--- src/hdl/ifp_pkg.sv ---
// Package for the IMU frame parser: byte codes, frame kinds and the structs
// passed between the parser stages. No dependencies.
`timescale 1ns / 1ps

package ifp_pkg;

  localparam logic [7:0] HDR_BYTE   = 8'h55;
  localparam logic [7:0] TYPE_ACCEL = 8'h51;
  localparam logic [7:0] TYPE_MAG   = 8'h54;

  localparam int unsigned PAYLOAD_BYTES = 8;
  localparam int unsigned IDX_W         = $clog2(PAYLOAD_BYTES);

  // Byte held in the input register, with its valid flag.
  typedef struct packed {
    logic       valid;
    logic [7:0] data;
  } ifp_byte_t;

  // One decoded frame, with the valid flag of the result.
  typedef struct packed {
    logic               valid;
    logic        [1:0]  kind;
    logic signed [15:0] axis_x;
    logic signed [15:0] axis_y;
    logic signed [15:0] axis_z;
    logic signed [15:0] temp;
  } ifp_result_t;

endpackage

--- src/hdl/imu_frame_parser.sv ---
// A frame's checksum byte passes through the input register, and its result is
// then registered in the result register, from which the receiver takes it.
// Throughput: one byte per cycle, set by the single input register feeding the
// frame state machine and the result register behind it. A result stalled by the
// receiver holds every byte back and stalls the input once its register is full.
// Reset: synchronous on rst_n low; parsing starts disabled, the parser hunts for
// a header and both registers are empty.
`timescale 1ns / 1ps

// Top level of the IMU frame parser. Depends on ifp_pkg, ifp_in_stage,
// ifp_assembler and ifp_out_stage.
module imu_frame_parser import ifp_pkg::*; (
  input  logic               clk,
  input  logic               rst_n,
  input  logic               cfg_we,
  input  logic               cfg_wdata,
  input  logic               in_valid,
  output logic               in_stall,
  input  logic [7:0]         in_rx_byte,
  output logic               out_valid,
  input  logic               out_stall,
  output logic [1:0]         out_frame_kind,
  output logic signed [15:0] out_axis_x,
  output logic signed [15:0] out_axis_y,
  output logic signed [15:0] out_axis_z,
  output logic signed [15:0] out_temperature_word
);

  // The input register holds one byte. It is handed to the frame state machine
  // whenever the result register can take whatever that byte produces, which
  // is every cycle unless a finished frame is sitting there stalled.
  ifp_byte_t   held;
  ifp_result_t result;
  ifp_result_t out_q;
  logic        out_ready;
  logic        advance;
  logic        enable;

  assign advance = held.valid && out_ready;

  ifp_in_stage u_in (
    .clk        (clk),
    .rst_n      (rst_n),
    .in_valid   (in_valid),
    .in_stall   (in_stall),
    .in_rx_byte (in_rx_byte),
    .advance    (advance),
    .held       (held)
  );

  // The state machine consumes the held byte on advance. Only the checksum byte
  // of a known frame type yields a result; the checksum itself is not checked.
  // While parsing is disabled every byte is dropped and the hunt restarts.
  ifp_assembler u_asm (
    .clk       (clk),
    .rst_n     (rst_n),
    .cfg_we    (cfg_we),
    .cfg_wdata (cfg_wdata),
    .held      (held),
    .advance   (advance),
    .result    (result),
    .enable    (enable)
  );

  // The result register separates the two sides. While a finished frame waits
  // there for a stalled receiver, no byte leaves the input register, so the
  // input stalls as soon as that register holds a byte.
  ifp_out_stage u_out (
    .clk       (clk),
    .rst_n     (rst_n),
    .result    (result),
    .out_stall (out_stall),
    .out_ready (out_ready),
    .out_r_q   (out_q)
  );

  assign out_valid            = out_q.valid;
  assign out_frame_kind       = out_q.kind;
  assign out_axis_x           = out_q.axis_x;
  assign out_axis_y           = out_q.axis_y;
  assign out_axis_z           = out_q.axis_z;
  assign out_temperature_word = out_q.temp;

`ifndef SYNTH
  // A stall toward the sender only comes from a byte stuck in the input register.
  a_stall_needs_byte: assert property (@(posedge clk) disable iff (!rst_n)
    in_stall |-> held.valid)
    else $error("input stalled with an empty input register");

  // A new result only comes from a byte consumed while parsing was enabled.
  a_result_from_enabled: assert property (@(posedge clk) disable iff (!rst_n)
    $rose(out_valid) |-> $past(advance) && $past(enable))
    else $error("result appeared without an enabled byte advancing");

  // A byte never advances into a full, stalled result register.
  a_no_overwrite: assert property (@(posedge clk) disable iff (!rst_n)
    (out_valid && out_stall) |-> !advance)
    else $error("byte advanced while the result register was stalled");
`endif

endmodule

--- src/hdl/ifp_in_stage.sv ---
// Input register of the IMU frame parser: captures one byte per cycle unless stalled.
// Depends on ifp_pkg.
`timescale 1ns / 1ps

module ifp_in_stage import ifp_pkg::*; (
  input  logic       clk,
  input  logic       rst_n,
  input  logic       in_valid,
  output logic       in_stall,
  input  logic [7:0] in_rx_byte,
  input  logic       advance,
  output ifp_byte_t  held
);

  logic       valid_r, valid_nxt;
  logic [7:0] data_r;
  logic       load;

  // The register can take a new byte when it is empty or draining this cycle.
  assign load      = !valid_r || advance;
  assign in_stall  = !load;
  assign valid_nxt = load ? in_valid : valid_r;

  always_ff @(posedge clk) begin
    if (!rst_n) begin
      valid_r <= 1'b0;
    end else begin
      valid_r <= valid_nxt;
    end
  end

  always_ff @(posedge clk) begin
    if (load && in_valid) begin
      data_r <= in_rx_byte;
    end
  end

  assign held.valid = valid_r;
  assign held.data  = data_r;

endmodule

--- src/hdl/ifp_assembler.sv ---
// Frame state machine of the IMU frame parser: hunts for the header, decodes
// the type byte and gathers the payload. Depends on ifp_pkg.
`timescale 1ns / 1ps

module ifp_assembler import ifp_pkg::*; (
  input  logic        clk,
  input  logic        rst_n,
  input  logic        cfg_we,
  input  logic        cfg_wdata,
  input  ifp_byte_t   held,
  input  logic        advance,
  output ifp_result_t result,
  output logic        enable
);

  typedef enum logic [1:0] {
    ST_HUNT,
    ST_TYPE,
    ST_DATA,
    ST_SUM
  } state_t;

  state_t            state_r, state_nxt;
  logic [IDX_W-1:0]  idx_r, idx_nxt;
  logic [1:0]        kind_r, kind_nxt;
  logic [7:0]        pay_r [PAYLOAD_BYTES];
  logic              enable_r;
  logic              fire;
  logic              emit;

  assign fire   = advance && held.valid;
  assign enable = enable_r;

  always_comb begin
    state_nxt = state_r;
    idx_nxt   = idx_r;
    kind_nxt  = kind_r;
    emit      = 1'b0;
    if (fire) begin
      if (!enable_r) begin
        state_nxt = ST_HUNT;
      end else begin
        case (state_r)
          ST_HUNT: begin
            state_nxt = (held.data == HDR_BYTE) ? ST_TYPE : ST_HUNT;
          end
          ST_TYPE: begin
            if (held.data >= TYPE_ACCEL && held.data <= TYPE_MAG) begin
              kind_nxt  = held.data[1:0] - TYPE_ACCEL[1:0];
              idx_nxt   = '0;
              state_nxt = ST_DATA;
            end else begin
              state_nxt = ST_HUNT;
            end
          end
          ST_DATA: begin
            idx_nxt = idx_r + 1'b1;
            if (idx_r == IDX_W'(PAYLOAD_BYTES - 1)) begin
              state_nxt = ST_SUM;
            end
          end
          ST_SUM: begin
            emit      = 1'b1;
            state_nxt = ST_HUNT;
          end
          default: begin
            state_nxt = ST_HUNT;
          end
        endcase
      end
    end
  end

  always_ff @(posedge clk) begin
    if (!rst_n) begin
      state_r  <= ST_HUNT;
      idx_r    <= '0;
      kind_r   <= 2'd0;
      enable_r <= 1'b0;
    end else begin
      state_r <= state_nxt;
      idx_r   <= idx_nxt;
      kind_r  <= kind_nxt;
      if (cfg_we) begin
        enable_r <= cfg_wdata;
      end
    end
  end

  always_ff @(posedge clk) begin
    if (fire && enable_r && state_r == ST_DATA) begin
      pay_r[idx_r] <= held.data;
    end
  end

  assign result.valid  = emit;
  assign result.kind   = kind_r;
  assign result.axis_x = {pay_r[1], pay_r[0]};
  assign result.axis_y = {pay_r[3], pay_r[2]};
  assign result.axis_z = {pay_r[5], pay_r[4]};
  assign result.temp   = {pay_r[7], pay_r[6]};

endmodule

--- src/hdl/ifp_out_stage.sv ---
// Result register of the IMU frame parser: holds a decoded frame until the
// receiver takes it. Depends on ifp_pkg.
`timescale 1ns / 1ps

module ifp_out_stage import ifp_pkg::*; (
  input  logic        clk,
  input  logic        rst_n,
  input  ifp_result_t result,
  input  logic        out_stall,
  output logic        out_ready,
  output ifp_result_t out_r_q
);

  logic        valid_r, valid_nxt;
  ifp_result_t data_r;

  assign out_ready = !valid_r || !out_stall;
  assign valid_nxt = out_ready ? result.valid : valid_r;

  always_ff @(posedge clk) begin
    if (!rst_n) begin
      valid_r <= 1'b0;
    end else begin
      valid_r <= valid_nxt;
    end
  end

  always_ff @(posedge clk) begin
    if (out_ready && result.valid) begin
      data_r <= result;
    end
  end

  always_comb begin
    out_r_q       = data_r;
    out_r_q.valid = valid_r;
  end

endmodule

--- config.mk ---
export PLATFORM = sky130hd
export DESIGN_NAME = imu_frame_parser
export DESIGN_NICKNAME = d
export VERILOG_FILES = /design/src/hdl/ifp_pkg.sv /design/src/hdl/imu_frame_parser.sv /design/src/hdl/ifp_in_stage.sv /design/src/hdl/ifp_assembler.sv /design/src/hdl/ifp_out_stage.sv
export SDC_FILE = /design/constraint.sdc
export NUM_CORES = 1
export LEC_CHECK = 0
export BUFFER_PORTS_ARGS = -buffer_cell sky130_fd_sc_hd__buf_4
export CAP_MARGIN = 40
export CORE_MARGIN = 3
export CORE_UTILIZATION = 45
export CTS_BUF_LIST = sky130_fd_sc_hd__clkbuf_16
export DETAILED_ROUTE_END_ITERATION = 6
export GPL_ROUTABILITY_DRIVEN = 0
export PLACE_DENSITY = 0.72
export SLEW_MARGIN = 5
export SYNTH_ARGS = -nofsm -noshare
export SYNTH_HDL_FRONTEND = slang
export SYNTH_SLANG_ARGS = --single-unit
--- constraint.sdc ---
create_clock -name clk -period 4 [get_ports clk]
set_clock_uncertainty 0.1 [all_clocks]
set_input_delay 0 -clock clk [delete_from_list [all_inputs] [get_ports clk]]
set_output_delay 0 -clock clk [all_outputs]
set_load 0.02 [all_outputs]
Word level (Yosys, flattened, before mapping)
Memories as Yosys holds them, arrays and structs flattened. A register that Yosys moved wholly into a read port is not among the register bits. Cells that the tools add are included.

Memories: 1. Word-level logic and storage cells: 50. Flip-flop bits (word level): 20. Output and inout bits: 68. Bits of input ports: 14. Bits in writable memories: 64.

Reduce and logical (&&, ||, !) cells: 18. $add $sub $neg: 2. Magnitude comparators: 2. Equality and inequality tests: 7. Multiplexer cells: 12.

Memory list: u_asm.pay_r (words 8, bits a word 8, read ports 8, clocked after memory_dff 8, write ports 1, line ifp_assembler.sv:26) `logic [7:0] pay_r [PAYLOAD_BYTES];`.

Operators by type and width (number): 8-bit by 7-bit equality test with 1-bit output (second input constant) (1); 8-bit by 7-bit greater-or-equal comparator with 1-bit output (second input constant) (1); 8-bit by 7-bit less-or-equal comparator with 1-bit output (second input constant) (1); 2-bit case mux with 4 select lines (1); 4-bit AND reduction (2); 1-bit logical AND (7); 1-bit 2-to-1 mux (6); 2-bit 2-to-1 mux (3); 3-bit case mux with 2 select lines (1); 2-bit equality test (second input constant) (2); 1-bit logical NOT (4); 3-bit by 1-bit adder with 3-bit output (second input constant) (1); 3-bit equality test (second input constant) (1); 3-bit 2-to-1 mux (1); 3-bit inequality test (second input constant) (1); 2-bit by 1-bit equality test with 1-bit output (second input constant) (1); 2-bit logical NOT (1); 1-bit logical OR (2); 2-bit by 1-bit inequality test with 1-bit output (second input constant) (1); 2-bit AND reduction (1); 2-bit nonzero test (1); 2-bit by 1-bit subtractor with 2-bit output (second input constant) (1).

Depth between registers and ports, before layout
Word-level depth: 8. Gate-level depth with buffers: 6. Mapped depth without buffers: 6.

Modules after synthesis
A second synthesis with hierarchy kept.

Cells, all modules: 215. Area, all modules: 4805.9 um^2.

By module, submodules not included: ifp_assembler (cells an instance 129, instances 1, area an instance 2473.6 um^2, seq. area each 2082.0 um^2); ifp_out_stage (cells an instance 72, instances 1, area an instance 2030.7 um^2, seq. area each 2001.9 um^2); ifp_in_stage (cells an instance 13, instances 1, area an instance 295.3 um^2, seq. area each 260.2 um^2); imu_frame_parser (cells an instance 1, instances 1, area an instance 6.3 um^2, seq. area each 0.0 um^2).

Worst setup path after synthesis
No wires, ideal clock.

Path type: register to register. From: reg u_out.valid_r. To: reg out_axis_x[0] (netlist name). Arrival: 2130 ps. Setup slack: 1350 ps. Clock period less this slack: 2650 ps. Data required time: 3480 ps. Buffers on the path: 0. Cell stages (with the launch flop): 5. Cells stage by stage: dfxtp_1 -> a21boi_4 -> and3_1 -> nand2_1 -> inv_1.

Cells in the longest elaborated chain, start to end: 6.

Ends and longest elaborated chain: from (decl) (line ifp_out_stage.sv:14) `logic valid_r, valid_nxt;`; from (signal assigned) (line ifp_out_stage.sv:24) `valid_r <= valid_nxt;`; 1-bit logical NOT (*) (line ifp_out_stage.sv:17) `assign out_ready = !valid_r || !out_stall;`; 1-bit logical OR (*) (line ifp_out_stage.sv:17); 1-bit logical AND (line imu_frame_parser.sv:39) `assign advance = held.valid && out_ready;`; 1-bit logical AND (line ifp_assembler.sv:31) `assign fire = advance && held.valid;`; 1-bit 2-to-1 mux (line ifp_assembler.sv:39) `if (fire) begin`; 1-bit logical AND (*) (line ifp_out_stage.sv:29) `if (out_ready && result.valid) begin`.

Every way passes the cells marked *; elsewhere a longest branch is shown, timed or not. A chain may end at the register's enable or synchronous reset.

Worst setup path in the final report
From: reg u_in.data_r[0]. To: reg u_asm.state_r[1].

Cells in the longest elaborated chain, start to end: 5. Elaborated cells on any way between the ends: 6. Classes of those cells: order compare (2); mux (3); reduce/logical (1).

Ends and longest elaborated chain: from (decl) (line ifp_in_stage.sv:16) `logic [7:0] data_r;`; from (signal assigned) (line ifp_in_stage.sv:34) `data_r <= in_rx_byte;`; 8-bit by 7-bit greater-or-equal comparator with 1-bit output or 8-bit by 7-bit less-or-equal comparator with 1-bit output (tied branches) (line ifp_assembler.sv:48) `if (held.data >= TYPE_ACCEL && held.data <= TYPE_MAG) begin`; 1-bit logical AND (*) (line ifp_assembler.sv:48); 2-bit 2-to-1 mux (*) (line ifp_assembler.sv:48); 2-bit case mux with 4 select lines (*) (line ifp_assembler.sv:43) `case (state_r)`; 2-bit 2-to-1 mux (*) (line ifp_assembler.sv:40) `if (!enable_r) begin`; to (signal assigned) (line ifp_assembler.sv:81) `state_r <= state_nxt;`; to (decl) (line ifp_assembler.sv:23) `state_t state_r, state_nxt;`.

Marks and branches as above.

==> reports/summary.log <==
[status] outcome completed
[routing] # DRC 0
[sta] Fmax achieved 405 MHz
[sta] Final Cycle Share 61.7%
[setup_path] path depth of the worst reg2reg path 7
[place] area of placed instances 0.00558 mm²
[power_and_ir_drop] power per standard cell area 514 mW/mm²
[place] HPWL after detailed placement 4970 µm
[cts] Setup Buffers After CTS 0
[logic_synthesis] cell area after technology mapping 0.00476 mm²
[logic_synthesis] sequential element share of the synthesized area 91.2%
[logic_synthesis] portion of synthesized cell area occupied by the leading cell type 87.0%
[grt] global routing usage on met1 18.8%
[setup_path] crit-path max FO 10
[setup_path] worst setup slack for register-to-register paths 1.53 ns
[layout] final core area utilization 63.0%
[logic_synthesis] Async SR Flop Fraction 0%
[hold_path] Worst Min Path Start in_rx_byte[2]
[floorplan] Total Die Area 0.0119 mm²
[routing] First DRT Iteration DRCs 147
[logic_synthesis] number of enable-type register cells in the synthesized netlist 138
[routing] antenna violation net count after detailed routing 0
[grt] aggregate global-route resource usage 14.7%
[layout] Multi-input gate area 424 µm²
[logic_synthesis] total number of yosys warnings 0
[setup_path] r2r endpoint u_asm.state_r[1]
[layout] share of layout cells above drive strength 1 37.1%
[grt] global route total overflow 0
[place] port bufs 81
[logic_synthesis] number of nets produced by synthesis 226
[setup_path] kind of end point of the critical path flip-flop
[logic_synthesis] post-synthesis register bit count 148
[setup_path] data arrival time of the critical path 2.71 ns
[grt] global-route wire length before repair 12,200 µm
[sta] count of final hold-check violations 0
[grt] via count of the first global-routing pass 2,205
[routing] wire length after detailed routing 8200 µm
[setup_path] crit-path leading delay family buffers and inverters
[flow_run] number of maximum-capacitance constraint violations 0
[layout] # nets final 348
[layout] relative area change from synthesis to final layout 32.8%
[setup_path] critical path cell sequence inv_1 > ha_1 > nand2b_1 > mux2i_1 > nor3_2 > o21a_1 > dlygate4sd3_1
[layout] count of non-filler cells in the finished layout 475
[sta] Hold Slack 0.218 ns
[power_and_ir_drop] Leakage 2.27 nW
[cts] CTS tree yes
[sta] final count of negative-setup-slack endpoints 0
[layout] Layout Cell Area excl Fill 0.00633 mm²
[hold_path] Hold/Removal Path Class in -> reg
[cts] worst skew pair latency 0.41 ns
[floorplan] Top Ports 82
[routing] post-detailed-route wirelength per cell 17.3 µm
[grt] number of antenna violations at the first check in global routing 0
[sta] worst slew margin relative to its limit 37.1%
[cts] Bufs on Longest Clock Path 2
[cts] root buffer selected by CTS clkbuf_16
[power_and_ir_drop] maximum ir drop on the vdd rail 241 µV
[logic_synthesis] library cell with the highest instance count after synthesis edfxtp_1
[logic_synthesis] synth cell count leaders edfxtp_1, dfxtp_1, nand2_1
[setup_path] required time worst endpoint 4.25 ns
[floorplan] chip height 109 µm
[setup_path] Buf/Inv on CP 2
[logic_synthesis] instance count of the mapped netlist 207
[hold_path] Cells on Worst Hold Path 2
[grt] pin count of the biggest net entering global routing 41
[sta] minimum period implied by the final worst setup slack 2.47 ns
[logic_synthesis] Post-Synthesis Mean Instance Area 23.0 µm²
[cts] number of buffers inserted during clock tree synthesis 17
[sta] number of slew-limit violations in the final report 0
[sta] setup repair after global routing missed its margin no
[logic_synthesis] top cells by area in the synthesized netlist edfxtp_1, dfxtp_1, ha_1
[sta] final sum of negative setup slack 0 ns
[layout] FF+latch area 0.00434 mm²
[floorplan] x dimension of the die 109 µm
[logic_synthesis] largest area contributor in the netlist edfxtp_1
[setup_path] launching element type of the critical path flip-flop
[logic_synthesis] most used flip-flop cell after synthesis edfxtp_1
[floorplan] initial cell density of the core 47.4%
[routing] first-pass detailed-route iteration total 4
[cts] clock transition time at the flip-flop clock pins of the worst setup and hold paths 0.06 ns
[floorplan] area of the core region 0.0100 mm²
[routing] post-detailed-route via-to-cell ratio 4.88
[floorplan] num rows 36
[routing] via count 2,316
[layout] antenna cells 0
[cts] Clock Sink Count 148
[hold_path] Hold Crit Endpoint u_in.data_r[2]
[sta] Worst Tran Pin Value 0.941 ns
[grt] Global Route met3 Usage 5.27%
[power_and_ir_drop] overall power 3.25 mW
[grt] most congested layer reported by global routing met2
[logic_synthesis] count of different cell masters after synthesis 30
[place] worst-case setup slack after placement 1.65 ns
[sta] post-route worst setup slack 1.53 ns
[grt] global-route track usage on met2 23.0%
[layout] fill cell instance count of the final layout 666
[setup_path] Worst Setup Path Type reg -> reg
[place] placed cells 425
[setup_path] crit path max-delay cell type edfxtp_1
[setup_path] maximum cell stage delay along the critical path 0.62 ns
[setup_path] worst reg2reg startpoint u_in.data_r[0]
[cts] CTS H-tree depth 4
## worst max path at each step
stage	from	endpoint	slack, ns	depth (start not counted)
after floorplan	u_out.valid_r	out_axis_x[0]	1.35	4
after global placement	u_in.valid_r	u_asm.pay_r[6][4]	1.76	3
after detailed placement	u_in.valid_r	u_asm.pay_r[2][6]	1.65	3
after CTS	u_in.data_r[0]	u_asm.state_r[1]	1.53	7
after global routing	u_in.data_r[0]	u_asm.state_r[1]	1.29	7
final	u_in.data_r[0]	u_asm.state_r[1]	1.53	7
## cell families (layout without fill, tap and decap cells)
group | count (synthesis) | count (layout) | share of synthesized area [%]
AOI/OAI and AO/OA | 11 | 11 | 2.02
DFF | 148 | 148 | 91.2
adders and majority gates | 5 | 5 | 1.31
and+or+nand+nor | 36 | 36 | 4.54
buffers and inverters | 4 | 139 | 0.315
muxes | 3 | 3 | 0.630
## timing repair
action,CTS,global route
gates resized for setup,0,0
endpoints found under the setup margin,0,0
hold endpoints to repair,18,0
hold buffers,16,0
## state kept, by name, indices dropped and copies added (netlist names)
register	cells
out_axis_x	16
out_axis_y	16
out_axis_z	16
out_temperature_word	16
u_asm.enable	1
u_asm.idx_r	3
u_asm.kind_r	2
u_asm.pay_r	64
u_asm.state_r	2
u_in.data_r	8
u_in.valid_r	1
u_out.out_r_q	2
u_out.valid_r	1
## cell usage in the layout (no fill, tap or decap), types with 2 or more instances in the layout
| master | instances |
|---|---|
| nor3b_1 | 2 |
| inv_8 | 3 |
| buf_2 | 4 |
| clkbuf_16 | 17 |
| nand3_1 | 5 |
| inv_6 | 3 |
| edfxtp_1 | 138 |
| nor3_1 | 2 |
| ha_1 | 5 |
| o21a_1 | 3 |
| mux2i_1 | 3 |
| nand2_1 | 9 |
| o22ai_1 | 3 |
| nor2b_1 | 2 |
| dlygate4sd3_1 | 16 |
| nor2_1 | 2 |
| nand2b_1 | 2 |
| inv_1 | 2 |
| buf_4 | 82 |
| and3_1 | 2 |
| nor4b_2 | 3 |
| clkinv_4 | 3 |
| clkinvlp_4 | 3 |
| dfxtp_1 | 10 |
## report_power, final
part	leakage (nW)	switching [mW]	internal (mW)
Sequential	1.33	0.0223	1.69
Combinational	0.668	0.0152	0.0250
Clock	0.274	0.623	0.872
## cell type report
class                           instances  area share (%)
Clock buffer                           17            6.72
Clock inverter                         15            2.33
Multi-Input combinational cell         55            6.70
Timing Repair Buffer                  104            12.8
Tap cell                              133            2.63
Inverter                                3           0.178
Sequential cell                       148            68.7
## layer usage
layer | up-vias | share of wire (%)
li1 | 1069 | -
met1 | 1145 | 43
met2 | 87 | 50
met3 | 15 | 5.9
met4 | 0 | 1.5
met5 | - | 0
Note: power is estimated with default switching activity, not from simulation.
